### src/sv/pfe_pkg.sv
// Shared types, constants and handshake structs of the Playfair encryptor.
`timescale 1ns / 1ps
`default_nettype none

package pfe_pkg;

   localparam int SQUARE_SIDE = 5;
   localparam int CELLS       = SQUARE_SIDE * SQUARE_SIDE;
   localparam int ALPHABET    = 26;
   localparam int LETTER_W    = 5;
   localparam int LETTER_PAD  = (2 ** LETTER_W) - ALPHABET;
   localparam int CELL_W      = $clog2(CELLS);
   localparam int COORD_W     = $clog2(SQUARE_SIDE);
   localparam int FILL_W      = $clog2(CELLS + 1);
   localparam int SCAN_W      = $clog2(ALPHABET + 1);

   localparam logic [LETTER_W-1:0] LETTER_J = LETTER_W'(9);
   localparam logic [LETTER_W-1:0] LETTER_Q = LETTER_W'(16);
   localparam logic [LETTER_W-1:0] LETTER_X = LETTER_W'(23);

   typedef enum logic [1:0] {
      CMD_KEY     = 2'd0,
      CMD_KEY_END = 2'd1,
      CMD_MSG     = 2'd2,
      CMD_MSG_END = 2'd3
   } cmd_type;

   typedef struct packed {
      logic [1:0]          cmd;
      logic [LETTER_W-1:0] letter;
   } req_type;

   typedef struct packed {
      logic [LETTER_W-1:0] first_cipher;
      logic [LETTER_W-1:0] second_cipher;
      logic                bad_letter;
   } rsp_type;

   // What the latched word asks the datapath to do.
   typedef enum logic [2:0] {
      ACT_NONE  = 3'd0,
      ACT_PLACE = 3'd1,
      ACT_FILL  = 3'd2,
      ACT_PAIR  = 3'd3,
      ACT_BAD   = 3'd4,
      ACT_HOLD  = 3'd5
   } act_type;

   typedef struct packed {
      logic latch;
      logic decode;
      logic fill_step;
      logic emit;
   } dp_cmd_type;

   typedef struct packed {
      act_type act;
      logic    fill_done;
      logic    out_free;
   } dp_stat_type;

endpackage

`default_nettype wire

### src/sv/playfair_encryptor.sv
// Top level of the Playfair encryptor: controller plus datapath.
//
//   channel  direction  handshake             payload
//   req      in         req_valid/req_ready   req_data  (cmd, letter)
//   rsp      out        rsp_valid/rsp_ready   rsp_data  (first_cipher, second_cipher, bad_letter)
//
// One word at a time. Key letter, held message letter or ignored word: latch, then decode.
// Key end: latch, decode, then the fill sweep, one letter a cycle.
// Enciphered digraph: latch, decode, position memory read, square memory read, emit;
// a dropped J: latch, decode, emit. A full result register stalls the word in its emit state.
// Reset (synchronous, active high) empties the square and clears pending state; no sweep.
// The next word is taken while a result waits on rsp; only a second result must wait.
`timescale 1ns / 1ps
`default_nettype none

module playfair_encryptor (
   input  wire logic              clock,
   input  wire logic              reset,
   input  wire logic              req_valid,
   output logic                   req_ready,
   input  wire pfe_pkg::req_type  req_data,
   output logic                   rsp_valid,
   input  wire logic              rsp_ready,
   output pfe_pkg::rsp_type       rsp_data
);

   // Commands down to the datapath, status back up.
   pfe_pkg::dp_cmd_type  dp_cmd;
   pfe_pkg::dp_stat_type dp_stat;

   // Sequence each word: latch, decode, then sweep, look up or emit.
   pfe_ctrl u_ctrl (
      .clock     (clock),
      .reset     (reset),
      .req_valid (req_valid),
      .req_ready (req_ready),
      .cmd       (dp_cmd),
      .stat      (dp_stat)
   );

   // Hold the square, positions and pending letter; drive the result register.
   pfe_datapath u_datapath (
      .clock     (clock),
      .reset     (reset),
      .req_data  (req_data),
      .rsp_data  (rsp_data),
      .rsp_valid (rsp_valid),
      .rsp_ready (rsp_ready),
      .cmd       (dp_cmd),
      .stat      (dp_stat)
   );

endmodule

`default_nettype wire

### src/sv/pfe_datapath.sv
// Datapath: key square, letter positions, pending letter, digraph lookup and result register.
`timescale 1ns / 1ps
`default_nettype none

module pfe_datapath (
   input  wire logic                 clock,
   input  wire logic                 reset,
   input  wire pfe_pkg::req_type     req_data,
   output pfe_pkg::rsp_type          rsp_data,
   output logic                      rsp_valid,
   input  wire logic                 rsp_ready,
   input  wire pfe_pkg::dp_cmd_type  cmd,
   output pfe_pkg::dp_stat_type      stat
);

   localparam int COORD_W  = pfe_pkg::COORD_W;
   localparam int LETTER_W = pfe_pkg::LETTER_W;
   localparam int CELL_W   = pfe_pkg::CELL_W;
   localparam int FILL_W   = pfe_pkg::FILL_W;
   localparam int SCAN_W   = pfe_pkg::SCAN_W;
   localparam int POS_W    = 2 * COORD_W;

   function automatic logic [COORD_W-1:0] wrap_inc(input logic [COORD_W-1:0] v);
      logic [COORD_W-1:0] r;
      if (v == COORD_W'(pfe_pkg::SQUARE_SIDE - 1)) begin
         r = '0;
      end else begin
         r = v + COORD_W'(1);
      end
      return r;
   endfunction

   function automatic logic [CELL_W-1:0] cell_of(input logic [COORD_W-1:0] row,
                                                  input logic [COORD_W-1:0] col);
      logic [CELL_W-1:0] r;
      r = CELL_W'(CELL_W'(row) * CELL_W'(pfe_pkg::SQUARE_SIDE) + CELL_W'(col));
      return r;
   endfunction

   logic [1:0]                    item_cmd_ff, item_cmd_in;
   logic [LETTER_W-1:0]           item_letter_ff, item_letter_in;
   logic [FILL_W-1:0]             fill_count_ff, fill_count_in;
   logic [COORD_W-1:0]            fill_row_ff, fill_row_in;
   logic [COORD_W-1:0]            fill_col_ff, fill_col_in;
   logic [pfe_pkg::ALPHABET-1:0]  letter_used_ff, letter_used_in;
   logic [SCAN_W-1:0]             scan_ff, scan_in;
   logic                          pend_valid_ff, pend_valid_in;
   logic [LETTER_W-1:0]           pend_letter_ff, pend_letter_in;
   logic [LETTER_W-1:0]           pair_a_ff, pair_a_in;
   logic [LETTER_W-1:0]           pair_b_ff, pair_b_in;
   logic                          result_bad_ff, result_bad_in;
   logic                          rsp_valid_ff, rsp_valid_in;
   pfe_pkg::rsp_type              rsp_data_ff, rsp_data_in;

   logic [LETTER_W-1:0] square_mem [pfe_pkg::CELLS];
   logic [POS_W-1:0]    pos_mem [pfe_pkg::ALPHABET];
   logic [POS_W-1:0]    pos_a_ff, pos_b_ff;
   logic [LETTER_W-1:0] sq_a_ff, sq_b_ff;

   logic [(2 ** LETTER_W)-1:0] used_ext;
   logic                       full;
   logic                       msg_bad;
   logic                       fill_done;
   pfe_pkg::act_type           act;
   logic                       place_en;
   logic [LETTER_W-1:0]        place_letter;
   logic [COORD_W-1:0]         ra, ca, rb, cb;
   logic [CELL_W-1:0]          na, nb;

   // Letters beyond Z read as already used.
   assign used_ext  = {{pfe_pkg::LETTER_PAD{1'b1}}, letter_used_ff};
   assign full      = (fill_count_ff == FILL_W'(pfe_pkg::CELLS));
   assign msg_bad   = (item_letter_ff >= LETTER_W'(pfe_pkg::ALPHABET)) ||
                      (item_letter_ff == pfe_pkg::LETTER_J);
   assign fill_done = (scan_ff == SCAN_W'(pfe_pkg::ALPHABET)) || full;

   always_comb begin
      unique case (pfe_pkg::cmd_type'(item_cmd_ff))
         pfe_pkg::CMD_KEY: begin
            act = (!full && !used_ext[item_letter_ff]) ? pfe_pkg::ACT_PLACE : pfe_pkg::ACT_NONE;
         end
         pfe_pkg::CMD_KEY_END: begin
            act = pfe_pkg::ACT_FILL;
         end
         pfe_pkg::CMD_MSG: begin
            if (!full) begin
               act = pfe_pkg::ACT_NONE;
            end else if (msg_bad) begin
               act = pfe_pkg::ACT_BAD;
            end else if (!pend_valid_ff) begin
               act = pfe_pkg::ACT_HOLD;
            end else begin
               act = pfe_pkg::ACT_PAIR;
            end
         end
         pfe_pkg::CMD_MSG_END: begin
            act = (full && pend_valid_ff) ? pfe_pkg::ACT_PAIR : pfe_pkg::ACT_NONE;
         end
         default: begin
            act = pfe_pkg::ACT_NONE;
         end
      endcase
   end

   assign place_en = (cmd.decode && (act == pfe_pkg::ACT_PLACE)) ||
                     (cmd.fill_step && !fill_done && !used_ext[scan_ff]);
   assign place_letter = cmd.fill_step ? LETTER_W'(scan_ff) : item_letter_ff;

   always_comb begin
      item_cmd_in    = item_cmd_ff;
      item_letter_in = item_letter_ff;
      fill_count_in  = fill_count_ff;
      fill_row_in    = fill_row_ff;
      fill_col_in    = fill_col_ff;
      letter_used_in = letter_used_ff;
      scan_in        = scan_ff;
      pend_valid_in  = pend_valid_ff;
      pend_letter_in = pend_letter_ff;
      pair_a_in      = pair_a_ff;
      pair_b_in      = pair_b_ff;
      result_bad_in  = result_bad_ff;

      if (cmd.latch) begin
         item_cmd_in    = req_data.cmd;
         item_letter_in = req_data.letter;
      end

      if (place_en) begin
         fill_count_in = fill_count_ff + FILL_W'(1);
         letter_used_in[place_letter] = 1'b1;
         if (fill_col_ff == COORD_W'(pfe_pkg::SQUARE_SIDE - 1)) begin
            fill_col_in = '0;
            fill_row_in = fill_row_ff + COORD_W'(1);
         end else begin
            fill_col_in = fill_col_ff + COORD_W'(1);
         end
      end

      if (cmd.fill_step && !fill_done) begin
         scan_in = scan_ff + SCAN_W'(1);
      end

      if (cmd.decode) begin
         result_bad_in = (act == pfe_pkg::ACT_BAD);
         if (act == pfe_pkg::ACT_FILL) begin
            scan_in = '0;
         end
         if (act == pfe_pkg::ACT_HOLD) begin
            pend_letter_in = item_letter_ff;
            pend_valid_in  = 1'b1;
         end
         if (act == pfe_pkg::ACT_PAIR) begin
            pair_a_in = pend_letter_ff;
            if (item_cmd_ff == pfe_pkg::CMD_MSG_END) begin
               pair_b_in     = pfe_pkg::LETTER_X;
               pend_valid_in = 1'b0;
            end else if (item_letter_ff != pend_letter_ff) begin
               pair_b_in     = item_letter_ff;
               pend_valid_in = 1'b0;
            end else begin
               // Doubled letter: pad it and keep it pending.
               pair_b_in = (pend_letter_ff == pfe_pkg::LETTER_X) ? pfe_pkg::LETTER_Q
                                                                 : pfe_pkg::LETTER_X;
            end
         end
      end
   end

   always_ff @(posedge clock) begin
      if (reset) begin
         fill_count_ff  <= '0;
         fill_row_ff    <= '0;
         fill_col_ff    <= '0;
         letter_used_ff <= pfe_pkg::ALPHABET'(1) << pfe_pkg::LETTER_J;
         scan_ff        <= '0;
         pend_valid_ff  <= 1'b0;
         pend_letter_ff <= '0;
         result_bad_ff  <= 1'b0;
         rsp_valid_ff   <= 1'b0;
      end else begin
         fill_count_ff  <= fill_count_in;
         fill_row_ff    <= fill_row_in;
         fill_col_ff    <= fill_col_in;
         letter_used_ff <= letter_used_in;
         scan_ff        <= scan_in;
         pend_valid_ff  <= pend_valid_in;
         pend_letter_ff <= pend_letter_in;
         result_bad_ff  <= result_bad_in;
         rsp_valid_ff   <= rsp_valid_in;
      end
   end

   always_ff @(posedge clock) begin
      item_cmd_ff    <= item_cmd_in;
      item_letter_ff <= item_letter_in;
      pair_a_ff      <= pair_a_in;
      pair_b_ff      <= pair_b_in;
      rsp_data_ff    <= rsp_data_in;
   end

   // Position memory: one write port, two registered reads.
   always_ff @(posedge clock) begin
      if (place_en) begin
         pos_mem[place_letter] <= {fill_row_ff, fill_col_ff};
      end
      pos_a_ff <= pos_mem[pair_a_ff];
      pos_b_ff <= pos_mem[pair_b_ff];
   end

   assign ra = pos_a_ff[POS_W-1:COORD_W];
   assign ca = pos_a_ff[COORD_W-1:0];
   assign rb = pos_b_ff[POS_W-1:COORD_W];
   assign cb = pos_b_ff[COORD_W-1:0];

   always_comb begin
      if (ra == rb) begin
         na = cell_of(ra, wrap_inc(ca));
         nb = cell_of(rb, wrap_inc(cb));
      end else if (ca == cb) begin
         na = cell_of(wrap_inc(ra), ca);
         nb = cell_of(wrap_inc(rb), cb);
      end else begin
         na = cell_of(ra, cb);
         nb = cell_of(rb, ca);
      end
   end

   // Square memory: one write port, two registered reads.
   always_ff @(posedge clock) begin
      if (place_en) begin
         square_mem[fill_count_ff[CELL_W-1:0]] <= place_letter;
      end
      sq_a_ff <= square_mem[na];
      sq_b_ff <= square_mem[nb];
   end

   assign stat.act       = act;
   assign stat.fill_done = fill_done;
   assign stat.out_free  = !rsp_valid_ff || rsp_ready;

   always_comb begin
      rsp_valid_in = rsp_valid_ff;
      rsp_data_in  = rsp_data_ff;
      if (cmd.emit) begin
         rsp_valid_in = 1'b1;
         if (result_bad_ff) begin
            rsp_data_in.first_cipher  = '0;
            rsp_data_in.second_cipher = '0;
            rsp_data_in.bad_letter    = 1'b1;
         end else begin
            rsp_data_in.first_cipher  = sq_a_ff;
            rsp_data_in.second_cipher = sq_b_ff;
            rsp_data_in.bad_letter    = 1'b0;
         end
      end else if (rsp_ready) begin
         rsp_valid_in = 1'b0;
      end
   end

   assign rsp_valid = rsp_valid_ff;
   assign rsp_data  = rsp_data_ff;

`ifndef SYNTH
   a_used_tracks_fill: assert property (@(posedge clock) disable iff (reset)
      $countones(letter_used_ff) == int'(fill_count_ff) + 1)
      else $error("letter_used count out of step with fill count");

   a_rsp_from_emit: assert property (@(posedge clock) disable iff (reset)
      $rose(rsp_valid_ff) |-> $past(cmd.emit))
      else $error("result appeared without an emit command");

   a_fill_not_full: assert property (@(posedge clock) disable iff (reset)
      cmd.fill_step |-> (fill_count_ff <= FILL_W'(pfe_pkg::CELLS)))
      else $error("fill step past a complete square");
`endif

endmodule

`default_nettype wire

### src/sv/pfe_ctrl.sv
// Controller state machine: sequences decode, fill sweep, lookups and result emission.
`timescale 1ns / 1ps
`default_nettype none

module pfe_ctrl (
   input  wire logic                  clock,
   input  wire logic                  reset,
   input  wire logic                  req_valid,
   output logic                       req_ready,
   output pfe_pkg::dp_cmd_type        cmd,
   input  wire pfe_pkg::dp_stat_type  stat
);

   typedef enum logic [5:0] {
      ST_IDLE   = 6'b000001,
      ST_DECODE = 6'b000010,
      ST_FILL   = 6'b000100,
      ST_LOOKUP = 6'b001000,
      ST_SQUARE = 6'b010000,
      ST_EMIT   = 6'b100000
   } state_type;

   state_type state_ff, state_in;

   always_comb begin
      state_in  = state_ff;
      cmd       = '0;
      req_ready = 1'b0;
      unique case (state_ff)
         ST_IDLE: begin
            req_ready = 1'b1;
            if (req_valid) begin
               cmd.latch = 1'b1;
               state_in  = ST_DECODE;
            end
         end
         ST_DECODE: begin
            cmd.decode = 1'b1;
            unique case (stat.act)
               pfe_pkg::ACT_FILL: state_in = ST_FILL;
               pfe_pkg::ACT_PAIR: state_in = ST_LOOKUP;
               pfe_pkg::ACT_BAD:  state_in = ST_EMIT;
               default:           state_in = ST_IDLE;
            endcase
         end
         ST_FILL: begin
            if (stat.fill_done) begin
               state_in = ST_IDLE;
            end else begin
               cmd.fill_step = 1'b1;
            end
         end
         ST_LOOKUP: begin
            state_in = ST_SQUARE;
         end
         ST_SQUARE: begin
            state_in = ST_EMIT;
         end
         ST_EMIT: begin
            if (stat.out_free) begin
               cmd.emit = 1'b1;
               state_in = ST_IDLE;
            end
         end
         default: begin
            state_in = ST_IDLE;
         end
      endcase
   end

   always_ff @(posedge clock) begin
      if (reset) begin
         state_ff <= ST_IDLE;
      end else begin
         state_ff <= state_in;
      end
   end

`ifndef SYNTH
   a_accept_to_decode: assert property (@(posedge clock) disable iff (reset)
      (req_valid && req_ready) |=> (state_ff == ST_DECODE))
      else $error("accepted word not decoded next cycle");

   a_emit_when_free: assert property (@(posedge clock) disable iff (reset)
      cmd.emit |-> stat.out_free)
      else $error("emit while result register still occupied");

   a_state_onehot: assert property (@(posedge clock) disable iff (reset)
      $onehot(state_ff))
      else $error("controller state not one-hot");
`endif

endmodule

`default_nettype wire

### config.mk
export PLATFORM = sky130hd
export DESIGN_NAME = playfair_encryptor
export DESIGN_NICKNAME = d
export VERILOG_FILES = /design/src/sv/pfe_pkg.sv /design/src/sv/playfair_encryptor.sv /design/src/sv/pfe_datapath.sv /design/src/sv/pfe_ctrl.sv
export SDC_FILE = /design/constraint.sdc
export NUM_CORES = 1
export LEC_CHECK = 0
export BUFFER_PORTS_ARGS = -buffer_cell sky130_fd_sc_hd__buf_4
export CORE_UTILIZATION = 60
export CTS_CLUSTER_DIAMETER = 120
export DETAILED_ROUTE_END_ITERATION = 12
export PLACE_DENSITY_LB_ADDON = 0.3
export SLEW_MARGIN = 20
export SYNTH_ARGS = -nofsm -noshare
export SYNTH_HDL_FRONTEND = slang
export SYNTH_SLANG_ARGS = --single-unit
### constraint.sdc
create_clock -name clock -period 4.95 [get_ports clock]
set_clock_uncertainty 0.1 [all_clocks]
set_input_delay 0.99 -clock clock [delete_from_list [all_inputs] [get_ports clock]]
set_output_delay 0.99 -clock clock [all_outputs]
set_load 0.01 [all_outputs]
**Yosys cells after proc, flatten, opt, wreduce, memory -nomap -nowiden**

Memories as Yosys holds them, arrays and structs flattened. A register that Yosys moved wholly into a read port is not among the register bits.
Cells that the tools add are included.

- Flip-flop bits (word level): 84
- Bits in writable memories: 281
- Input bits: 11
- Output and inout bits: 13
- Word-level logic and storage cells: 148
- Memories: 2

Memory list:

| memory | depth | width | rd ports | clocked after Yosys merged registers in | wr ports | line | text |
|---|---|---|---|---|---|---|---|
| u_datapath.pos_mem | 26 | 6 | 2 | 2 | 1 | pfe_datapath.sv:56 | `logic [POS_W-1:0] pos_mem [pfe_pkg::ALPHABET];` |
| u_datapath.square_mem | 25 | 5 | 2 | 2 | 1 | pfe_datapath.sv:55 | `logic [LETTER_W-1:0] square_mem [pfe_pkg::CELLS];` |

- Add/sub/neg operators: 14
- Multiply operators: 4
- Order comparisons: 5
- Equality and inequality tests: 29
- Muxes and demuxes: 55
- Bitwise gates (word level): 1
- Reduce and logical (&&, ||, !) cells: 21

Operators with widths:

| cell | count |
|---|---|
| two-way mux 3 bit | 15 |
| two-way mux 5 bit | 9 |
| one-hot mux 6 bit (6 select lines) | 1 |
| adder 5 x 3 -> 5 bit | 6 |
| OR 26 bit | 1 |
| equality test 3 bit (second input constant) | 7 |
| two-way mux 1 bit | 21 |
| multiplier 3 x 3 -> 5 bit (second input constant) | 4 |
| adder 3 x 1 -> 3 bit (second input constant) | 6 |
| less-than comparator 5 x 6 -> 1 bit (second input constant) | 3 |
| two-way mux 6 bit | 3 |
| one-hot mux 6 bit (3 select lines) | 1 |
| equality test 5 bit (second input constant) | 3 |
| one-hot mux 3 bit (4 select lines) | 1 |
| adder 5 x 1 -> 5 bit (second input constant) | 2 |
| binary-select mux 1 bit (select 5 bit) | 2 |
| equality test 3 x 2 -> 1 bit (second input constant) | 2 |
| equality test 3 bit | 2 |
| equality test 6 x 1 -> 1 bit (second input constant) | 1 |
| equality test 6 x 2 -> 1 bit (second input constant) | 1 |
| equality test 6 x 3 -> 1 bit (second input constant) | 1 |
| equality test 6 x 4 -> 1 bit (second input constant) | 1 |
| equality test 6 x 5 -> 1 bit (second input constant) | 1 |
| equality test 6 bit (second input constant) | 1 |
| 18 further kinds | 34 |

**Longest topological paths before layout**

- Word-level depth: 11
- Depth in mapped cells: 17
- Depth with buffers taken out: 16

**Modules after synthesis**

From an unflattened synthesis, not the netlist that was laid out.

- Cells, all modules: 1,432
- Area total of the unflattened synthesis: 19,552.5 sq um

By module, submodules not included:

| module | times used | cells each | area an instance (sq um) | sequential area each (sq um) |
|---|---|---|---|---|
| pfe_datapath | 1 | 1,385 | 19,120.8 | 10,720.3 |
| pfe_ctrl | 1 | 47 | 431.7 | 120.1 |

**Least setup slack after synthesis**

OpenSTA, ideal clock, no wires.

- Path type: flip-flop to flip-flop
- From: register u_datapath.pos_a_ff[4], read port of u_datapath.pos_mem
- To: register u_datapath.sq_a_ff[4], read port of u_datapath.square_mem
- Library setup time: 143 ps
- Arrival time: 3,826 ps
- Data required time: 4,707 ps
- Slack: 881 ps
- Stages on the path, launching flop included: 16
- Buffers on the path: 1
- Period minus slack after synthesis: 4,069 ps
- Path through: dfxtp_1 ha_1 nor2_1 mux2_2 ha_1 ha_1 inv_1 fa_1 nand4_1 a31oi_2 buf_2 mux2_2 a221oi_1 o221ai_1 o211ai_1 o31ai_1

- Word-level cells in the longest chain between the ends: 8
- Elaborated cells between the ends (all ways): 13
- Classes of those cells: add/sub (4); mul (2); eq/ne (2); mux (5)

RTL lines:

| element | line | text |
|---|---|---|
| from (decl) | pfe_datapath.sv:57 | `logic [POS_W-1:0] pos_a_ff, pos_b_ff;` |
| adder 3 x 1 -> 3 bit or equality test 3 bit (tied branches) | pfe_datapath.sv:28, pfe_datapath.sv:25 |  |
| two-way mux 3 bit | pfe_datapath.sv:25 | `if (v == COORD_W'(pfe_pkg::SQUARE_SIDE - 1)) begin` |
| two-way mux 3 bit | pfe_datapath.sv:219 | `end else if (ca == cb) begin` |
| two-way mux 3 bit | pfe_datapath.sv:216 | `if (ra == rb) begin` |
| multiplier 3 x 3 -> 5 bit | pfe_datapath.sv:36 | `r = CELL_W'(CELL_W'(row) * CELL_W'(pfe_pkg::SQUARE_SIDE) + CELL_W'(col));` |
| adder 5 x 3 -> 5 bit | pfe_datapath.sv:36 |  |
| two-way mux 5 bit | pfe_datapath.sv:219 |  |
| two-way mux 5 bit * | pfe_datapath.sv:216 |  |
| to (decl) | pfe_datapath.sv:58 | `logic [LETTER_W-1:0] sq_a_ff, sq_b_ff;` |

Mark *: on every way between the ends. The rest lies on a longest branch, timed or not. The select of a mux whose other input is x is not followed.
A chain may end at the register's enable or synchronous reset.

**Worst setup path after layout**

Ends and elaborated chain as after synthesis.

==> summary.md <==
| Metric | Value |
|---|---|
| Rel. slew slack | 21.1% |
| Post-CTS Hold Fix Bufs | 0 |
| Syn Area/Cell | 13.1 µm² |
| Grt total ovfl | 0 |
| CP Launch Type | register |
| Row count | 65 |
| Yosys Warn Count | 0 |
| DR iter-0 viols | 1759 |
| Post-DRT Antenna Nets | 0 |
| Clock sink total | 387 |
| Initial antenna violation count | 0 |
| Leading area contributor after synthesis | edfxtp_1 |
| Worst hold path type | register to register |
| Io pins | 24 |
| Fin nets | 1575 |
| Data arrival, critical path | 4890 ps |
| Via density | 6.89 |
| Post-synth EDFFs | 309 |
| Pin slew with the least headroom to its limit | 1180 ps |
| Static Leak | 0.00746 µW |
| Synth async-reset ratio | 0% |
| Die area | 33100 µm² |
| Aggregate routed wire length | 50.4 mm |
| Max-slew violations | 0 |
| First-pass GRT wire length | 77.2 mm |
| CTS H-tree depth | 2 |
| Power Density | 347 nW/µm² |
| Die H | 182 µm |
| Post-layout minimum cycle time | 4520 ps |
| Gpl congestion | 0.917 |
| Max Freq | 221 MHz |
| Post-synthesis cell area | 19400 µm² |
| Area Growth Syn to Fin | 10.1% |
| PostCTS Resize Cnt | 0 |
| Main synth FF type | edfxtp_1 |
| Root buf cell | clkbuf_16 |
| Max Cap Viol | 0 |
| Setup violators final | 0 |
| Vias | 13400 |
| Cell family with most CP delay | adder cells |
| Metal-1 WL | 19.0 mm |
| Synthesis-stage register bit count | 387 |
| Critical Path Most Common Cell | ha_1 |
| Worst setup EP type | register |
| Max layer used | met4 |
| Cell with the most instances after synthesis | edfxtp_1 |
| Largest net degree at the start of global routing | 53 |
| Syn_nets | 1552 |
| Mapped Cells | 1486 |
| Layout cells sized above 1 | 18.1% |
| CP max stage cell | nor2_1 |
| CP max FO | 26 |
| Vias in the first global route | 13200 |
| Met2 wire length | 24.5 mm |
| Top-area cell type share of the netlist area | 47.8% |
| Final worst path period share | 91.3% |
| Outcome | finished, final reports clean |
| Starting Density | 61.2% |
| DRT Pass-1 Iters | 6 |
| Core area | 31700 µm² |
| Post-CTS Setup Bufs | 0 |
| Met3 WL post-DR | 4.37 mm |
| RSZ-0062 raised after global routing | false |
| Gr usage total | 31.1% |
| Chip width | 182 µm |
| Final hold violation count | 0 |
| Crit path cell chain | ha_1 -> nor2_1 -> mux2_2 -> ha_1 -> ha_1 -> inv_1 -> fa_1 -> nand4_1 -> a31oi_2 -> buf_12 -> nor2_1 -> a221oi_1 -> o221ai_1 -> o211ai_1 -> o31ai_1 |
| Setup TNS | 0 ps |
| Per-cell routed wire length | 26.0 µm |
| Max stage delay on crit path | 810 ps |
| Worst-path clk slew | 60 ps |
| CTS Buffer Depth | 3 |
| N_diodes | 0 |
| Cts bufs inserted | 40 |
| Top cells by count, synth | edfxtp_1 (309), nand2_1 (153), nor2_1 (129) |
| # DRC | 0 |
| Unique masters post-synth | 72 |
| Final Instance Count excl. Fillers | 1942 |
| Number of buffers and inverters on the critical path | 2 |
| Worst-skew pair later-pin latency | 570 ps |
| CTS tree | done |
| Worst Path Class, Setup | register to register |
| Placed instance count | 1869 |
| Post-DP HPWL | 33.7 mm |
| Buffers on Ports | 23 |
| CP required | 5330 ps |
| Worst vdd ir | 0.354 mV |
| Register area share after synthesis | 55.9% |
| Top cells by area, synth | edfxtp_1 (48%), mux4_2 (11%), dfxtp_1 (8.0%) |
cell families after synthesis:
group                      synth area share (%)
AOI/OAI and AO/OA                          8.88
xor gates and xnor gates                   1.56
adders and majority gates                  3.78
buffers and inverters                      2.85
DFF                                        55.9
muxes                                      16.8
and+or+nand+nor                            10.3
layout make-up:
class                   count  area (µm²)
flip-flops and latches    387       10800
fillers                  2204       10300
multi-input cells         967        8030
inverters                  49         184
repair buffers             64         505
clock buffers              54        1110
well taps                 402         503
clock inverters            19         191
tightest hold or removal path, delay by kind of cell (launching register included):
kind                   cells  cell delay, ps
buffers and inverters      1              50
AO/OA/AOI/OAI              1              50
flip-flops                 1             320
cells in the final DEF, fill, tap and decap left out, types with 7 or more instances in the layout:
cell type  Yosys  routed
edfxtp_1     309     309
nand2_1      153     153
nor2_1       129     129
mux4_2        95      95
mux2i_1       77      77
dfxtp_1       78      77
a21oi_1       64      63
buf_4          3      62
inv_1         49      49
ha_1          49      49
nand3_1       45      45
clkbuf_16      0      41
mux2_2        30      30
nor2b_1       26      26
a221oi_1      24      23
nor3_1        18      18
nand4_1       18      18
xor2_1        17      17
a211oi_1      16      16
o22ai_1       15      15
xnor2_1       15      15
o21ai_0       15      15
a41oi_1       10      10
o31ai_1        9       9
a32oi_1        9       9
clkbuf_1      37       9
a21o_1         8       8
a31o_2         7       7
nor4_1         7       7
a31oi_1        8       7
a32o_1         7       7
o211ai_1       7       7
clkinv_2       0       7
worst paths after layout:
kind	depth (start not counted)	end	startpoint	slack (ps)
hold / removal	2	u_datapath.letter_used_ff[17]	u_datapath.letter_used_ff[17]	370
setup / recovery	15	u_datapath.sq_a_ff[4]	u_datapath.pos_a_ff[4]	430
hold reg to reg	2	u_datapath.letter_used_ff[17]	u_datapath.letter_used_ff[17]	370
setup reg to reg	15	u_datapath.sq_a_ff[4]	u_datapath.pos_a_ff[4]	430
per-layer routing:
| layer | up-vias | GRT usage, % |
|---|---|---|
| met5 | - | 0 |
| met4 | 0 | 15.5 |
| met3 | 166 | 4.65 |
| met2 | 870 | 51.5 |
| met1 | 6578 | 40.2 |
| li1 | 5776 | - |
registers in the layout, summed over array words and instances, names as in the netlist, 2 cells and up:
name	cells
u_ctrl.state_ff	6
u_datapath.fill_col_ff	3
u_datapath.fill_count_ff	5
u_datapath.fill_row_ff	3
u_datapath.item_cmd_ff	2
u_datapath.item_letter_ff	5
u_datapath.letter_used_ff	26
u_datapath.pair_a_ff	5
u_datapath.pair_b_ff	5
u_datapath.pend_letter_ff	5
u_datapath.pos_a_ff	6
u_datapath.pos_b_ff	6
u_datapath.pos_mem	156
u_datapath.rsp_data	11
u_datapath.scan_ff	5
u_datapath.sq_a_ff	5
u_datapath.sq_b_ff	5
u_datapath.square_mem	125
per-stage QoR:
step	util, %	hold WS [ps]	worst slack [ps]	total power [µW]	area (µm²)
6_report	67.4	369	432	7410	21400
4_1_cts	67.4	369	511	7420	21400
5_1_grt	67.4	384	123	7620	21400
2_1_floorplan	-	329	881	4230	19400
3_3_place_gp	63.3	362	631	4470	20100
3_5_place_dp	63.3	359	533	4490	20100
power breakdown:
part / leakage [µW] / switching (µW) / internal (µW)
logic: 0.00337 / 499 / 263
registers: 0.00346 / 73.3 / 3600
clock network: 0.000634 / 1270 / 1700
total: 0.00746 / 1850 / 5570
No activity file was read; power rests on OpenSTA's default activity.
